## src/hw/rtl/arvg_pkg.sv

```systemverilog
// arvg_pkg: shared types, constants and helper functions of the arc ring vertex generator
// used by the divider cells, the rotation cells and the top level
`default_nettype none
package arvg_pkg;

	localparam int MAX_SEGMENTS_DEF = 1024;
	localparam int SEG_W = 11;
	localparam int SEG_REG_MAX = 2047;
	localparam int DVD_W = 30;
	localparam int Q_W = 16;
	localparam int XY_W = 18;
	localparam int Z_W = 16;
	localparam int CORDIC_STEPS = 15;
	localparam int PROD_W = 36;
	localparam logic signed [XY_W-1:0] CORDIC_START = 18'sd39797;

	// register indexes
	localparam logic [2:0] REG_WIDTH = 3'd0;
	localparam logic [2:0] REG_HEIGHT = 3'd1;
	localparam logic [2:0] REG_THICK = 3'd2;
	localparam logic [2:0] REG_BEGIN = 3'd3;
	localparam logic [2:0] REG_END = 3'd4;
	localparam logic [2:0] REG_SEGS = 3'd5;
	localparam logic [2:0] REG_VIS = 3'd6;
	localparam logic [2:0] REG_ORIGIN = 3'd7;

	// atan(2^-k) in 1/65536 turn
	localparam logic [Z_W-1:0] ATAN_TURN [CORDIC_STEPS] = '{
		16'd8192, 16'd4836, 16'd2555, 16'd1297, 16'd651, 16'd326, 16'd163, 16'd81,
		16'd41, 16'd20, 16'd10, 16'd5, 16'd3, 16'd1, 16'd1
	};

	typedef struct packed {
		logic filled;
		logic vis;
		logic err;
	} side_t;

	typedef struct packed {
		logic [SEG_W-1:0] rem;
		logic [DVD_W-1:0] dvd;
		logic [Q_W-1:0]   q;
		logic             neg;
		side_t            side;
	} div_t;

	typedef struct packed {
		logic signed [XY_W-1:0] x;
		logic signed [XY_W-1:0] y;
		logic signed [Z_W-1:0]  z;
		logic [1:0]             quad;
		side_t                  side;
	} cor_t;

	// center + round(p / 65536), ties away from zero, saturated to 18 bits
	function automatic logic [XY_W-1:0] coord(input logic [14:0] ctr,
		input logic signed [PROD_W-1:0] p);
		logic [PROD_W-1:0] mag;
		logic [PROD_W-1:0] r;
		logic signed [20:0] sr;
		logic signed [20:0] v;
		mag = p[PROD_W-1] ? PROD_W'(-p) : PROD_W'(p);
		r = (mag + PROD_W'(32768)) >> 16;
		sr = p[PROD_W-1] ? -$signed(r[20:0]) : $signed(r[20:0]);
		v = $signed({6'b0, ctr}) + sr;
		if (v > 21'sd131071) begin
			coord = 18'h1FFFF;
		end else if (v < -21'sd131072) begin
			coord = 18'h20000;
		end else begin
			coord = v[XY_W-1:0];
		end
	endfunction

endpackage
`default_nettype wire

```

## src/hw/rtl/arvg_div_cell.sv

```systemverilog
// arvg_div_cell: one restoring division step, one quotient bit per cell
// depends on arvg_pkg
`default_nettype none
module arvg_div_cell
	import arvg_pkg::*;
(
	input  wire logic             clk,
	input  wire logic             arst_n,
	input  wire logic [SEG_W-1:0] divisor,
	input  wire logic             in_valid,
	output logic                  in_ready,
	input  wire div_t             in_data,
	output logic                  out_valid,
	input  wire logic             out_ready,
	output div_t                  out_data
);

	logic       valid_q;
	div_t       data_q;
	logic [SEG_W:0] trial;
	logic       ge;
	div_t       nxt;

	// shift in the next dividend bit and try a subtract
	always_comb begin
		trial = {in_data.rem, in_data.dvd[DVD_W-1]};
		ge = trial >= {1'b0, divisor};
		nxt = in_data;
		nxt.rem = ge ? SEG_W'(trial - {1'b0, divisor}) : trial[SEG_W-1:0];
		nxt.dvd = {in_data.dvd[DVD_W-2:0], 1'b0};
		nxt.q = {in_data.q[Q_W-2:0], ge};
	end

	assign in_ready = !valid_q || out_ready;

	// valid flag
	always_ff @(posedge clk or negedge arst_n) begin
		if (!arst_n) begin
			valid_q <= 1'b0;
		end else if (in_ready) begin
			valid_q <= in_valid;
		end
	end

	// word register
	always_ff @(posedge clk) begin
		if (in_valid && in_ready) begin
			data_q <= nxt;
		end
	end

	assign out_valid = valid_q;
	assign out_data = data_q;

endmodule
`default_nettype wire

```

## config.mk

```make
export PLATFORM = sky130hd
export DESIGN_NAME = arvg_div_cell
export DESIGN_NICKNAME = d
export VERILOG_FILES = /design/src/hw/rtl/arvg_pkg.sv /design/src/hw/rtl/arvg_div_cell.sv
export SDC_FILE = /design/constraint.sdc
export NUM_CORES = 1
export LEC_CHECK = 0
export BUFFER_PORTS_ARGS = -buffer_cell sky130_fd_sc_hd__buf_2
export CAP_MARGIN = 15
export CORE_UTILIZATION = 46
export CTS_BUF_LIST = sky130_fd_sc_hd__clkbuf_2 sky130_fd_sc_hd__clkbuf_4 sky130_fd_sc_hd__clkbuf_8
export DETAILED_ROUTE_END_ITERATION = 7
export GPL_ROUTABILITY_DRIVEN = 1
export PLACE_DENSITY_LB_ADDON = 0.08
export SYNTH_ARGS = -nofsm -noshare
export SYNTH_HDL_FRONTEND = slang
export SYNTH_SLANG_ARGS = --single-unit
```

## constraint.sdc

```tcl
create_clock -name clk -period 2.8 [get_ports clk]
set_clock_uncertainty 0.15 [all_clocks]
set_input_delay 0.14 -clock clk [delete_from_list [all_inputs] [get_ports clk]]
set_output_delay 0.14 -clock clk [all_outputs]
set_load 0.005 [all_outputs]
```

== Word level (Yosys, flattened, before mapping) ==
Index checks and enable logic that the tools add are counted.
Widths: inputs -> output; s select.
Word-level totals
  bits of input ports: 76
  bits in registers: 61
  word-level logic and storage cells: 14
  output and inout port bits: 63
Cells by class
  order comparisons: 1
  reductions and logical operators: 3
  muxes and demuxes: 1
  add/subtract/negate cells: 1
Operators by type and width (count)
  $ge 12x11->1: 1
  $mux 11: 1
  $sub 11x11->11: 1
  $logic_and 1x1->1: 1
  $logic_not 1->1: 1
  $logic_or 1x1->1: 1

== Depth between registers and ports, before layout ==
  depth after elaboration: 3
  depth in mapped cells: 10
  depth with buffers taken out: 9

== Worst setup path after synthesis ==
Ideal clock, no wire load.
  kind: register to register
  start: register valid_q (netlist: out_valid)
  end: register data_q (netlist bit out_data[0]), enable pin
  slack: 0.287 ns
  stages on the path, launching flop included: 3
  arrival time: 1.939 ns
  path buffers: 0
  path through: dfrtp_1 > nand2b_1 > and2_1
On the way
  cells in the longest elaborated chain, start to end: 3
RTL lines
  start: declaration: RTL line arvg_div_cell.sv:18  | logic valid_q;
  start signal: assignment: RTL line arvg_div_cell.sv:41  | valid_q <= in_valid;
  $logic_not 1->1: RTL line arvg_div_cell.sv:34  | assign in_ready = !valid_q || out_ready;
  $logic_or 1x1->1: RTL line arvg_div_cell.sv:34
  net in_ready: RTL line arvg_div_cell.sv:11  | output logic in_ready,
  $logic_and 1x1->1: RTL line arvg_div_cell.sv:47  | if (in_valid && in_ready) begin
  end signal: assignment: RTL line arvg_div_cell.sv:48  | data_q <= nxt;
  end: declaration: RTL line arvg_div_cell.sv:19  | div_t data_q;
The timed path passes the listed nets, and every way through them passes these cells.
A chain may end at the register's enable or synchronous reset.

==> flow_summary.json <==
{
  "worst_hold_path.num_cells": 3,
  "rr_worst_depth": 3,
  "clock-sinks": 61,
  "met2WireLength_microns": 3580,
  "path_class": "in -> reg",
  "max_stage_delay_ps": 520,
  "min-delay-start": "in_data[59]",
  "cp-end-kind": "flop",
  "initial_core_util_pct": 47.7,
  "synthTopCellsByArea": "edfxtp_1 69%, ha_1 5.3%, nand2_1 2.7%",
  "yosysUniqueCellTypes": 39,
  "wl_met3_microns": 386,
  "startpoint_type": "primary input",
  "avgSynthCellArea_sq_um": 14.8,
  "cts_buffers": 9,
  "dr.pass1.iters": 4,
  "async_flop_share_pct": 1.64,
  "top_layer": "met4",
  "grt_use_total_pct": 23.3,
  "rrSetupSlack_ps": 920,
  "rows": 27,
  "synth_top_flop_cell": "edfxtp_1",
  "path_delay_family": "buffers and inverters",
  "finalSetupTns_ps": 0,
  "pin_count": 139,
  "outcome": "finished clean",
  "detailed_place_hpwl_microns": 4130,
  "setup_violations": 0,
  "wl_met1_microns": 2600,
  "antenna_left": 0,
  "area_delta_synth_final_pct": 61.2,
  "peakVddDrop_mv": 0.312,
  "place_congestion": 0.776,
  "finalHoldViolCount": 0,
  "slew_headroom_pct": 58.9,
  "hold_end": "out_data[60]$_DFFE_PP_",
  "drive_above_1_share_pct": 43.3,
  "grt_pass1_wl_microns": 10400,
  "final_area_sq_um": 4210,
  "grt_max_degree": 28,
  "ys_seq_area_share_pct": 70.0,
  "die_area_sq_um": 5980,
  "final_nets": 476,
  "yosys.area.top_type": "edfxtp_1",
  "drc": 0,
  "synth_edf_count": 60,
  "timing.rr.start": "out_valid$_DFFE_PN0N_",
  "hp-class": "in -> reg",
  "power_density_nw_per_um2": 533,
  "p_leak_nw": 1.88,
  "drt-initial-drc-count": 106,
  "dieHeight_microns": 77.3,
  "place.port_buffers": 136,
  "fmax_mhz": 386,
  "cp.required_ps": 2710,
  "cap_viol_max_count": 0,
  "cp.arrival_ps": 2500,
  "maxSlewViolCount": 0,
  "rsz0062_at_grt": "false",
  "antenna_found_initial": 0,
  "worstPathCellList": "dlygate4sd3_1 -> buf_2 -> inv_1 -> ha_1 -> fa_1 -> and2b_1 -> o21ai_2 -> a311oi_2 -> o2bb2ai_2 -> buf_4 -> nand2_1 -> o31ai_1",
  "grt_pass1_vias": 2117,
  "die_w_microns": 77.3,
  "cts_tree": "done",
  "clk_pin_slew_ps": 60,
  "root_buffer": "clkbuf_8",
  "fin_crit_ps": 2590,
  "antenna_cells": 0,
  "wl_per_cell_microns": 14.5,
  "worst_pin_slew_ps": 617,
  "ys_seq_elements": 61,
  "synth_cells": 176,
  "finalCritPeriodShare_pct": 92.6,
  "cts_max_path_buffers": 2,
  "cts_resized": 0,
  "cpMaxStageDelayCell": "dlygate4sd3_1",
  "synth_nets": 264,
  "reg2reg_to": "out_data[2]$_DFFE_PP_",
  "gr-total-overflow": 0,
  "vias": 2202,
  "crit_buf_inv": 4,
  "insertion_delay_ps": 320,
  "cts_htree_levels": 3,
  "place_area_sq_um": 3390,
  "yosysWarnings": 0,
  "num-fill-cells": 357,
  "yosysTopAreaCellShare_pct": 69.0,
  "viasPerCell": 4.74,
  "syn_area_sq_um": 2610,
  "routed_wl_microns": 6720,
  "path_max_fanout": 7,
  "core_area_sq_um": 5470
}
how the worst max path moves through the flow:
stage	start	to	cells past startpoint
CTS	in_data[49]	out_data[54]$_DFFE_PP_	12
detailed placement	in_data[49]	out_data[54]$_DFFE_PP_	11
floorplan	out_valid$_DFFE_PN0N_	out_data[0]$_DFFE_PP_	2
finish	in_data[49]	out_data[54]$_DFFE_PP_	12
global placement	in_data[49]	out_data[54]$_DFFE_PP_	11
global route	in_data[49]	out_data[54]$_DFFE_PP_	12
repair_timing:
action	CTS	global route
setup buffers	0	1
setup endpoints to repair	0	8
hold buffers	62	0
endpoints found under the hold margin	60	0
cell type report:
cell class,instances,area [sq um],share of cell area [%]
repair buffers,204,1350,32.0
clock inverters,5,51.3,1.22
multi-input cells,96,696,16.5
inverters,16,60.1,1.43
clock buffers,11,139,3.30
well taps,72,90.1,2.14
flip-flops and latches,61,1830,43.4
per-layer routing:
metal / vias to the layer above / track usage (%)
met5: - / 0
met4: 0 / 10.9
met3: 13 / 2.94
met2: 109 / 42.8
met1: 1001 / 26.7
li1: 1079 / -
cells in the final DEF, fill, tap and decap left out, types with 3 or more instances in the layout:
cell / netlist / routed
buf_2: 0 / 136
dlygate4sd3_1: 0 / 62
edfxtp_1: 60 / 60
nand2_1: 19 / 19
inv_1: 16 / 16
ha_1: 11 / 11
clkbuf_8: 0 / 9
o21ai_2: 8 / 8
a21oi_1: 6 / 6
buf_4: 1 / 6
nor2_1: 5 / 5
nand2b_1: 5 / 5
xor2_1: 4 / 4
nand4_1: 3 / 3
o21ai_0: 3 / 3
power by group:
part	total, mW	internal [mW]	switching (mW)
clock network	0.739	0.425	0.314
registers	1.10	1.08	0.0151
logic	0.407	0.214	0.194
total	2.24	1.72	0.523
kinds of logic (layout without fill, tap and decap cells):
kind of cell / after synthesis / after routing / share of synthesized area, %
AO/OA/AOI/OAI: 35 / 35 / 10.5
flip-flops: 61 / 61 / 70.0
adder cells (fa/ha/maj): 12 / 12 / 6.04
AND/OR/NAND/NOR: 42 / 42 / 7.91
XOR/XNOR: 6 / 6 / 2.01
other: 1 / 1 / 0.144
buffers and inverters: 19 / 236 / 3.45
registers in the layout (all words and copies together) (netlist names):
name / flops
out_data: 60
out_valid: 1
stage by stage:
stage                     setup WS, ps  power, mW  hold WS, ps  utilization [%]  std cells
after floorplan                    287       1.31         -306                -        176
after global placement             342       1.44         -236             62.0        386
after detailed placement           298       1.45         -234             62.0        386
after CTS                          104       2.24         54.0             76.8        464
after global routing              59.4       2.33         70.0             76.9        465
final                              207       2.24         65.0             76.9        465
worst reg2reg max path: stages (launching register included):
cell,delay (ps)
dfrtp_1,380
nand2b_1,120
and2_2,560
buf_4,370
Yosys cell counts, types with 2 or more instances:
master    count
xor2_1        4
o21ai_2       8
and3_1        2
o31ai_1       2
a21o_1        2
nand4_1       3
edfxtp_1     60
nor2b_1       2
xnor2_1       2
inv_1        16
nand2_1      19
nor2_1        5
o211ai_1      2
buf_6         2
ha_1         11
o21ai_0       3
a21oi_1       6
o21ai_1       2
nand2b_1      5
Note: power is estimated with default switching activity, not from simulation.
