**config.mk**
```make
export PLATFORM = sky130hd
export DESIGN_NAME = arvg_cordic_cell
export DESIGN_NICKNAME = d
export VERILOG_FILES = /design/src/hw/rtl/arvg_pkg.sv /design/src/hw/rtl/arvg_cordic_cell.sv
export SDC_FILE = /design/constraint.sdc
export NUM_CORES = 1
export LEC_CHECK = 0
export BUFFER_PORTS_ARGS = -buffer_cell sky130_fd_sc_hd__buf_2
export CAP_MARGIN = 20
export CORE_MARGIN = 1
export CORE_UTILIZATION = 34
export DETAILED_ROUTE_END_ITERATION = 8
export HOLD_SLACK_MARGIN = 0.1
export PLACE_DENSITY = 0.6
export SLEW_MARGIN = 10
export SYNTH_ARGS = -nofsm -noshare
export SYNTH_HDL_FRONTEND = slang
export SYNTH_SLANG_ARGS = --single-unit
```
**constraint.sdc**
```tcl
create_clock -name clk -period 4.55 [get_ports clk]
set_input_delay 0.6825 -clock clk [delete_from_list [all_inputs] [get_ports clk]]
set_output_delay 0.6825 -clock clk [all_outputs]
set_load 0.1 [all_outputs]
```
**src/hw/rtl/arvg_pkg.sv**
```systemverilog
// arvg_pkg: shared types, constants and helper functions of the arc ring vertex generator
// used by the divider cells, the rotation cells and the top level
`default_nettype none
package arvg_pkg;

	localparam int MAX_SEGMENTS_DEF = 1024;
	localparam int SEG_W = 11;
	localparam int SEG_REG_MAX = 2047;
	localparam int DVD_W = 30;
	localparam int Q_W = 16;
	localparam int XY_W = 18;
	localparam int Z_W = 16;
	localparam int CORDIC_STEPS = 15;
	localparam int PROD_W = 36;
	localparam logic signed [XY_W-1:0] CORDIC_START = 18'sd39797;

	// register indexes
	localparam logic [2:0] REG_WIDTH = 3'd0;
	localparam logic [2:0] REG_HEIGHT = 3'd1;
	localparam logic [2:0] REG_THICK = 3'd2;
	localparam logic [2:0] REG_BEGIN = 3'd3;
	localparam logic [2:0] REG_END = 3'd4;
	localparam logic [2:0] REG_SEGS = 3'd5;
	localparam logic [2:0] REG_VIS = 3'd6;
	localparam logic [2:0] REG_ORIGIN = 3'd7;

	// atan(2^-k) in 1/65536 turn
	localparam logic [Z_W-1:0] ATAN_TURN [CORDIC_STEPS] = '{
		16'd8192, 16'd4836, 16'd2555, 16'd1297, 16'd651, 16'd326, 16'd163, 16'd81,
		16'd41, 16'd20, 16'd10, 16'd5, 16'd3, 16'd1, 16'd1
	};

	typedef struct packed {
		logic filled;
		logic vis;
		logic err;
	} side_t;

	typedef struct packed {
		logic [SEG_W-1:0] rem;
		logic [DVD_W-1:0] dvd;
		logic [Q_W-1:0]   q;
		logic             neg;
		side_t            side;
	} div_t;

	typedef struct packed {
		logic signed [XY_W-1:0] x;
		logic signed [XY_W-1:0] y;
		logic signed [Z_W-1:0]  z;
		logic [1:0]             quad;
		side_t                  side;
	} cor_t;

	// center + round(p / 65536), ties away from zero, saturated to 18 bits
	function automatic logic [XY_W-1:0] coord(input logic [14:0] ctr,
		input logic signed [PROD_W-1:0] p);
		logic [PROD_W-1:0] mag;
		logic [PROD_W-1:0] r;
		logic signed [20:0] sr;
		logic signed [20:0] v;
		mag = p[PROD_W-1] ? PROD_W'(-p) : PROD_W'(p);
		r = (mag + PROD_W'(32768)) >> 16;
		sr = p[PROD_W-1] ? -$signed(r[20:0]) : $signed(r[20:0]);
		v = $signed({6'b0, ctr}) + sr;
		if (v > 21'sd131071) begin
			coord = 18'h1FFFF;
		end else if (v < -21'sd131072) begin
			coord = 18'h20000;
		end else begin
			coord = v[XY_W-1:0];
		end
	endfunction

endpackage
`default_nettype wire

```
**src/hw/rtl/arvg_cordic_cell.sv**
```systemverilog
// arvg_cordic_cell: one rotation-mode cordic step with a fixed shift
// depends on arvg_pkg
`default_nettype none
module arvg_cordic_cell
	import arvg_pkg::*;
#(
	parameter int K = 0
) (
	input  wire logic clk,
	input  wire logic arst_n,
	input  wire logic in_valid,
	output logic      in_ready,
	input  wire cor_t in_data,
	output logic      out_valid,
	input  wire logic out_ready,
	output cor_t      out_data
);

	logic valid_q;
	cor_t data_q;
	logic signed [XY_W-1:0] xs;
	logic signed [XY_W-1:0] ys;
	cor_t nxt;

	// rotate toward zero residue, shifts floor toward minus infinity
	always_comb begin
		xs = in_data.x >>> K;
		ys = in_data.y >>> K;
		nxt = in_data;
		if (!in_data.z[Z_W-1]) begin
			nxt.x = in_data.x - ys;
			nxt.y = in_data.y + xs;
			nxt.z = in_data.z - $signed(ATAN_TURN[K]);
		end else begin
			nxt.x = in_data.x + ys;
			nxt.y = in_data.y - xs;
			nxt.z = in_data.z + $signed(ATAN_TURN[K]);
		end
	end

	assign in_ready = !valid_q || out_ready;

	// valid flag
	always_ff @(posedge clk or negedge arst_n) begin
		if (!arst_n) begin
			valid_q <= 1'b0;
		end else if (in_ready) begin
			valid_q <= in_valid;
		end
	end

	// word register
	always_ff @(posedge clk) begin
		if (in_valid && in_ready) begin
			data_q <= nxt;
		end
	end

	assign out_valid = valid_q;
	assign out_data = data_q;

endmodule
`default_nettype wire

```
# [Word-level counts from Yosys, hierarchy flattened]
# Cells that the tools add are included.
# W data, S select, Z words.
[word_totals] register_bits=58 input_bits=61
[op_classes] add_sub_neg=5 n_mux=1 n_reduce_logical=3
[ops] cell="$mux W52" count=1
[ops] cell="$sub A18 B18 Y18" count=2
[ops] cell="$add A18 B18 Y18" count=1
[ops] cell="$add A16 B15 Y16 const B" count=1
[ops] cell="$sub A16 B15 Y16 const B" count=1
[ops] cell="$logic_and A1 B1 Y1" count=1
[ops] cell="$logic_not A1 Y1" count=1
[ops] cell="$logic_or A1 B1 Y1" count=1

# [Depth between registers and ports, before layout]
[logic_depth] word_depth=3 ltp_mapped=10

# [Worst setup path before layout]
# Ideal clock, no wire load.
[synth_timing] kind="reg-to-reg" startpoint="register valid_q (netlist: out_valid)" endpoint="register data_q (netlist bit out_data[0]) (enable)" setup_ps=419 arrival_ps=3110 slack_ps=1021 path_stages_with_launch=3 period_less_slack_ps=3529 cell_sequence="dfrtp_1 nand2b_1 and2_1"
[synth_via] elab_chain_len=3
[synth_lines] item="start, declared" line_no="arvg_cordic_cell.sv:19" text="logic valid_q;"
[synth_lines] item="start signal, assigned" line_no="arvg_cordic_cell.sv:48" text="valid_q <= in_valid;"
[synth_lines] item="$logic_not A1 Y1" line_no="arvg_cordic_cell.sv:41" text="assign in_ready = !valid_q || out_ready;"
[synth_lines] item="$logic_or A1 B1 Y1" line_no="arvg_cordic_cell.sv:41"
[synth_lines] item="net in_ready" line_no="arvg_cordic_cell.sv:12" text="output logic in_ready,"
[synth_lines] item="$logic_and A1 B1 Y1" line_no="arvg_cordic_cell.sv:54" text="if (in_valid && in_ready) begin"
[synth_lines] item="end signal, assigned" line_no="arvg_cordic_cell.sv:55" text="data_q <= nxt;"
[synth_lines] item="end, declared" line_no="arvg_cordic_cell.sv:20" text="cor_t data_q;"
# The timed path passes the listed nets, and every way through them passes these cells.
# A chain may end at the register's enable or synchronous reset.

==> run_results.csv <==
group,metric,value,unit
detailed_routing,vias,3988,
worst_setup_path,rrSetupSlack,2.63,ns
floorplanning,io-pin-count,120,
sta,slew_violations,0,
power,powerDensity,380,nW/um^2
cells_and_area,final_nets,704,
cells_and_area,num_antenna_cells,0,
sta,setup-tns-final,0,ns
sta,tightest_slew,0.775,ns
power,pwr-share-clk,0.276,
clocking,cts_tree,"built",
clocking,cts_resized,0,
clocking,cts_max_level,3,
cells_and_area,stdcell_area,5530,sq um
worst_setup_path,cp_cell_sequence,"buf_2 > inv_1 > ha_1 > or2_4 > a211oi_4 > o311ai_4 > a211oi_1 > nor2_1 > o211ai_1 > xnor2_1",
sta,finalCriticalPeriod,2.94,ns
global_route,grt_first_pass_wirelength,19800,um
power,irDropWorstVdd,148,uV
power,p_sw_frac,0.420,
worst_setup_path,rr_startpoint,"out_valid",
floorplanning,fp.dieH,117,um
status,status,"finished, final reports clean",
logic_synthesis,synth.avg_cell_area,9.50,sq um
logic_synthesis,async_flop_share,0.0175,
clocking,cts_max_path_buffers,2,
job,maxCapViolCount,0,
logic_synthesis,ys_warn_count,0,
detailed_routing,wl,12600,um
worst_hold_path,hp-class,"input pin to async pin",
worst_setup_path,reg2reg_depth,3,
worst_setup_path,rr_endpoint,"out_data[55]",
clocking,cts_setup_buffers,0,
logic_synthesis,syn-num-nets,593,
sta,skew,0.00642,ns
detailed_routing,vias_per_cell,5.21,
power,internal-power,1.22,mW
logic_synthesis,synthTopCellsByArea,"edfxtp_1 (37%), ha_1 (14%), xnor2_1 (6.0%)",
detailed_routing,dr.pass1.iters,5,
worst_setup_path,cp_data_arrival_time,2.99,ns
logic_synthesis,synth_top_area_share,0.371,
place,placed_area,5270,sq um
logic_synthesis,yosysSeqAreaShare,0.377,
logic_synthesis,synth_edf_count,56,
clocking,clockRootBuffer,"clkbuf_16",
logic_synthesis,ys_seq_elements,57,
floorplanning,num_rows,41,
power,power_frac_seq,0.315,
worst_setup_path,crit_type,"input pin to flip-flop",
global_route,antenna_found_initial,0,
worst_setup_path,crit_fanout,12,
worst_setup_path,critPathRequiredTime,4.60,ns
place,portBuffers,119,
power,p_comb_frac,0.409,
detailed_routing,first_iter_violations,449,
logic_synthesis,syn_inst,477,
logic_synthesis,synth_top_area_cell,"edfxtp_1",
detailed_routing,route.detailed.drc,0,
clocking,ctsHoldBuffers,0,
power,p_leak,2.47,nW
floorplanning,core_region_area,12800,sq um
sta,rsz0062_at_grt,"false",
power,p_sw,883,uW
cells_and_area,drive_above_1_share,0.246,
clocking,cts-buffers-inserted,9,
global_route,grt_max_degree,40,
sta,hold_violations,0,
worst_setup_path,crit_path_end_kind,"flip-flop",
detailed_routing,post_drt_wl_per_cell,16.5,um
cells_and_area,syn_to_final_growth,22.1,%
sta,fin_crit_sh,0.645,
sta,slew_headroom,0.484,
clocking,cts_sinks,57,
worst_setup_path,start_kind,"input pin",
place,detailed_place_hpwl,10000,um
global_route,grt_pass1_vias,3723,
worst_setup_path,slowest_stage,"ha_1",
logic_synthesis,syn_area,4530,sq um
floorplanning,die_area,13800,sq um
logic_synthesis,yosysUniqueCellTypes,60,
floorplanning,die_x,117,um
detailed_routing,antenna_left,0,
sta,setup_viol,0,
place,gp_congestion,0.901,
global_route,grt_usage,0.182,
floorplanning,start_util,0.353,
clocking,clk_latency,0.32,ns
worst_setup_path,slowest_delay,0.46,ns
global_route,grt-ovfl-total,0,
logic_synthesis,synth-main-ff-cell,"edfxtp_1",
sta,clock.fmax,341,MHz
clocking,path_clk_slew,0.05,ns
==> kinds of logic after synthesis <==
group | after synthesis | share of synthesized area
buffers and inverters | 77 | 0.0668
and+or+nand+nor | 101 | 0.110
DFF | 57 | 0.377
AOI/OAI and AO/OA | 147 | 0.209
muxes | 7 | 0.0155
adders and majority gates | 55 | 0.158
xor gates and xnor gates | 33 | 0.0638
==> area by class of cell <==
type	count	area (sq um)
clock buffers	10	229
well taps	172	215
multi-input cells	343	2520
flip-flops and latches	57	1710
repair buffers	122	618
clock inverters	6	35.0
inverters	55	206
fillers	1272	7290
==> how the worst max path moves through the flow <==
stage | from | end | cells past startpoint
2_1_floorplan | out_valid | out_data[0] | 2
3_3_place_gp | in_data[25] | out_data[35] | 10
3_5_place_dp | in_data[26] | out_data[36] | 10
4_1_cts | in_data[26] | out_data[36] | 10
5_1_grt | in_data[26] | out_data[36] | 10
6_report | in_data[25] | out_data[35] | 10
==> cells in the mapped netlist (9+ instances only) <==
| master | n |
|---|---|
| o21ai_0 | 23 |
| edfxtp_1 | 56 |
| xnor2_1 | 31 |
| nor2_1 | 27 |
| a21oi_1 | 54 |
| nand3_1 | 10 |
| o21ai_1 | 9 |
| ha_1 | 51 |
| nand2_1 | 24 |
| a21o_1 | 9 |
| inv_1 | 53 |
| clkbuf_1 | 13 |
==> layer usage <==
metal | vias to the layer above | GRT usage | share of wire
met5 | - | 0 | 0
met4 | 0 | 0.0601 | 0.017
met3 | 19 | 0.0325 | 0.080
met2 | 201 | 0.270 | 0.42
met1 | 1854 | 0.266 | 0.48
li1 | 1914 | - | -
==> through the flow <==
stage | worst slack, ns | hold WS [ns] | instances | total power [mW] | utilization
2_1_floorplan | 1.02 | 0.387 | 477 | 1.35 | -
3_3_place_gp | 1.29 | 0.457 | 749 | 1.52 | 0.411
3_5_place_dp | 1.33 | 0.458 | 749 | 1.53 | 0.411
4_1_cts | 1.67 | 0.113 | 765 | 2.11 | 0.432
5_1_grt | 1.46 | 0.117 | 765 | 2.19 | 0.432
6_report | 1.61 | 0.128 | 765 | 2.10 | 0.432
==> flip-flops by register name, indices dropped and copies added (netlist names) <==
signal / count
out_data: 56
out_valid: 1
==> worst max-delay path, delay by kind of cell <==
kind / cells / cell delay (ns)
and+or+nand+nor: 2 / 0.44
xor gates and xnor gates: 1 / 0.11
adders and majority gates: 1 / 0.46
AOI/OAI and AO/OA: 4 / 1.14
buffers and inverters: 2 / 0.15
==> cell usage in the layout, fill, tap and decap left out, drive strengths merged, types with 2 or more instances in the layout <==
cell type  count
o21a           3
inv           54
nand2         24
a31o           2
clkinv         5
nand3         10
a21boi         4
nor2b          3
mux2i          7
a21oi         55
and2           4
nand4          2
nor3           9
fa             4
clkbuf        10
a2bb2oi        2
buf          122
or3            5
edfxtp        56
o211ai         8
xor2           2
a21o           9
clkinvlp       2
o21ai         32
o21bai         5
a31oi          2
xnor2         31
nor2          27
a211oi         6
a41o           2
nand2b         6
ha            51
o31ai          7
nor4           6
==> power groups by stage <==
| stage | Clock (mW) | Combinational [mW] | Sequential (mW) |
|---|---|---|---|
| floorplan | 0 | 0.325 | 1.02 |
| global placement | 0 | 0.852 | 0.673 |
| detailed placement | 0 | 0.851 | 0.674 |
| CTS | 0.593 | 0.853 | 0.664 |
| global route | 0.610 | 0.909 | 0.668 |
| finish | 0.579 | 0.859 | 0.663 |
(Power assumes the default switching activity.)
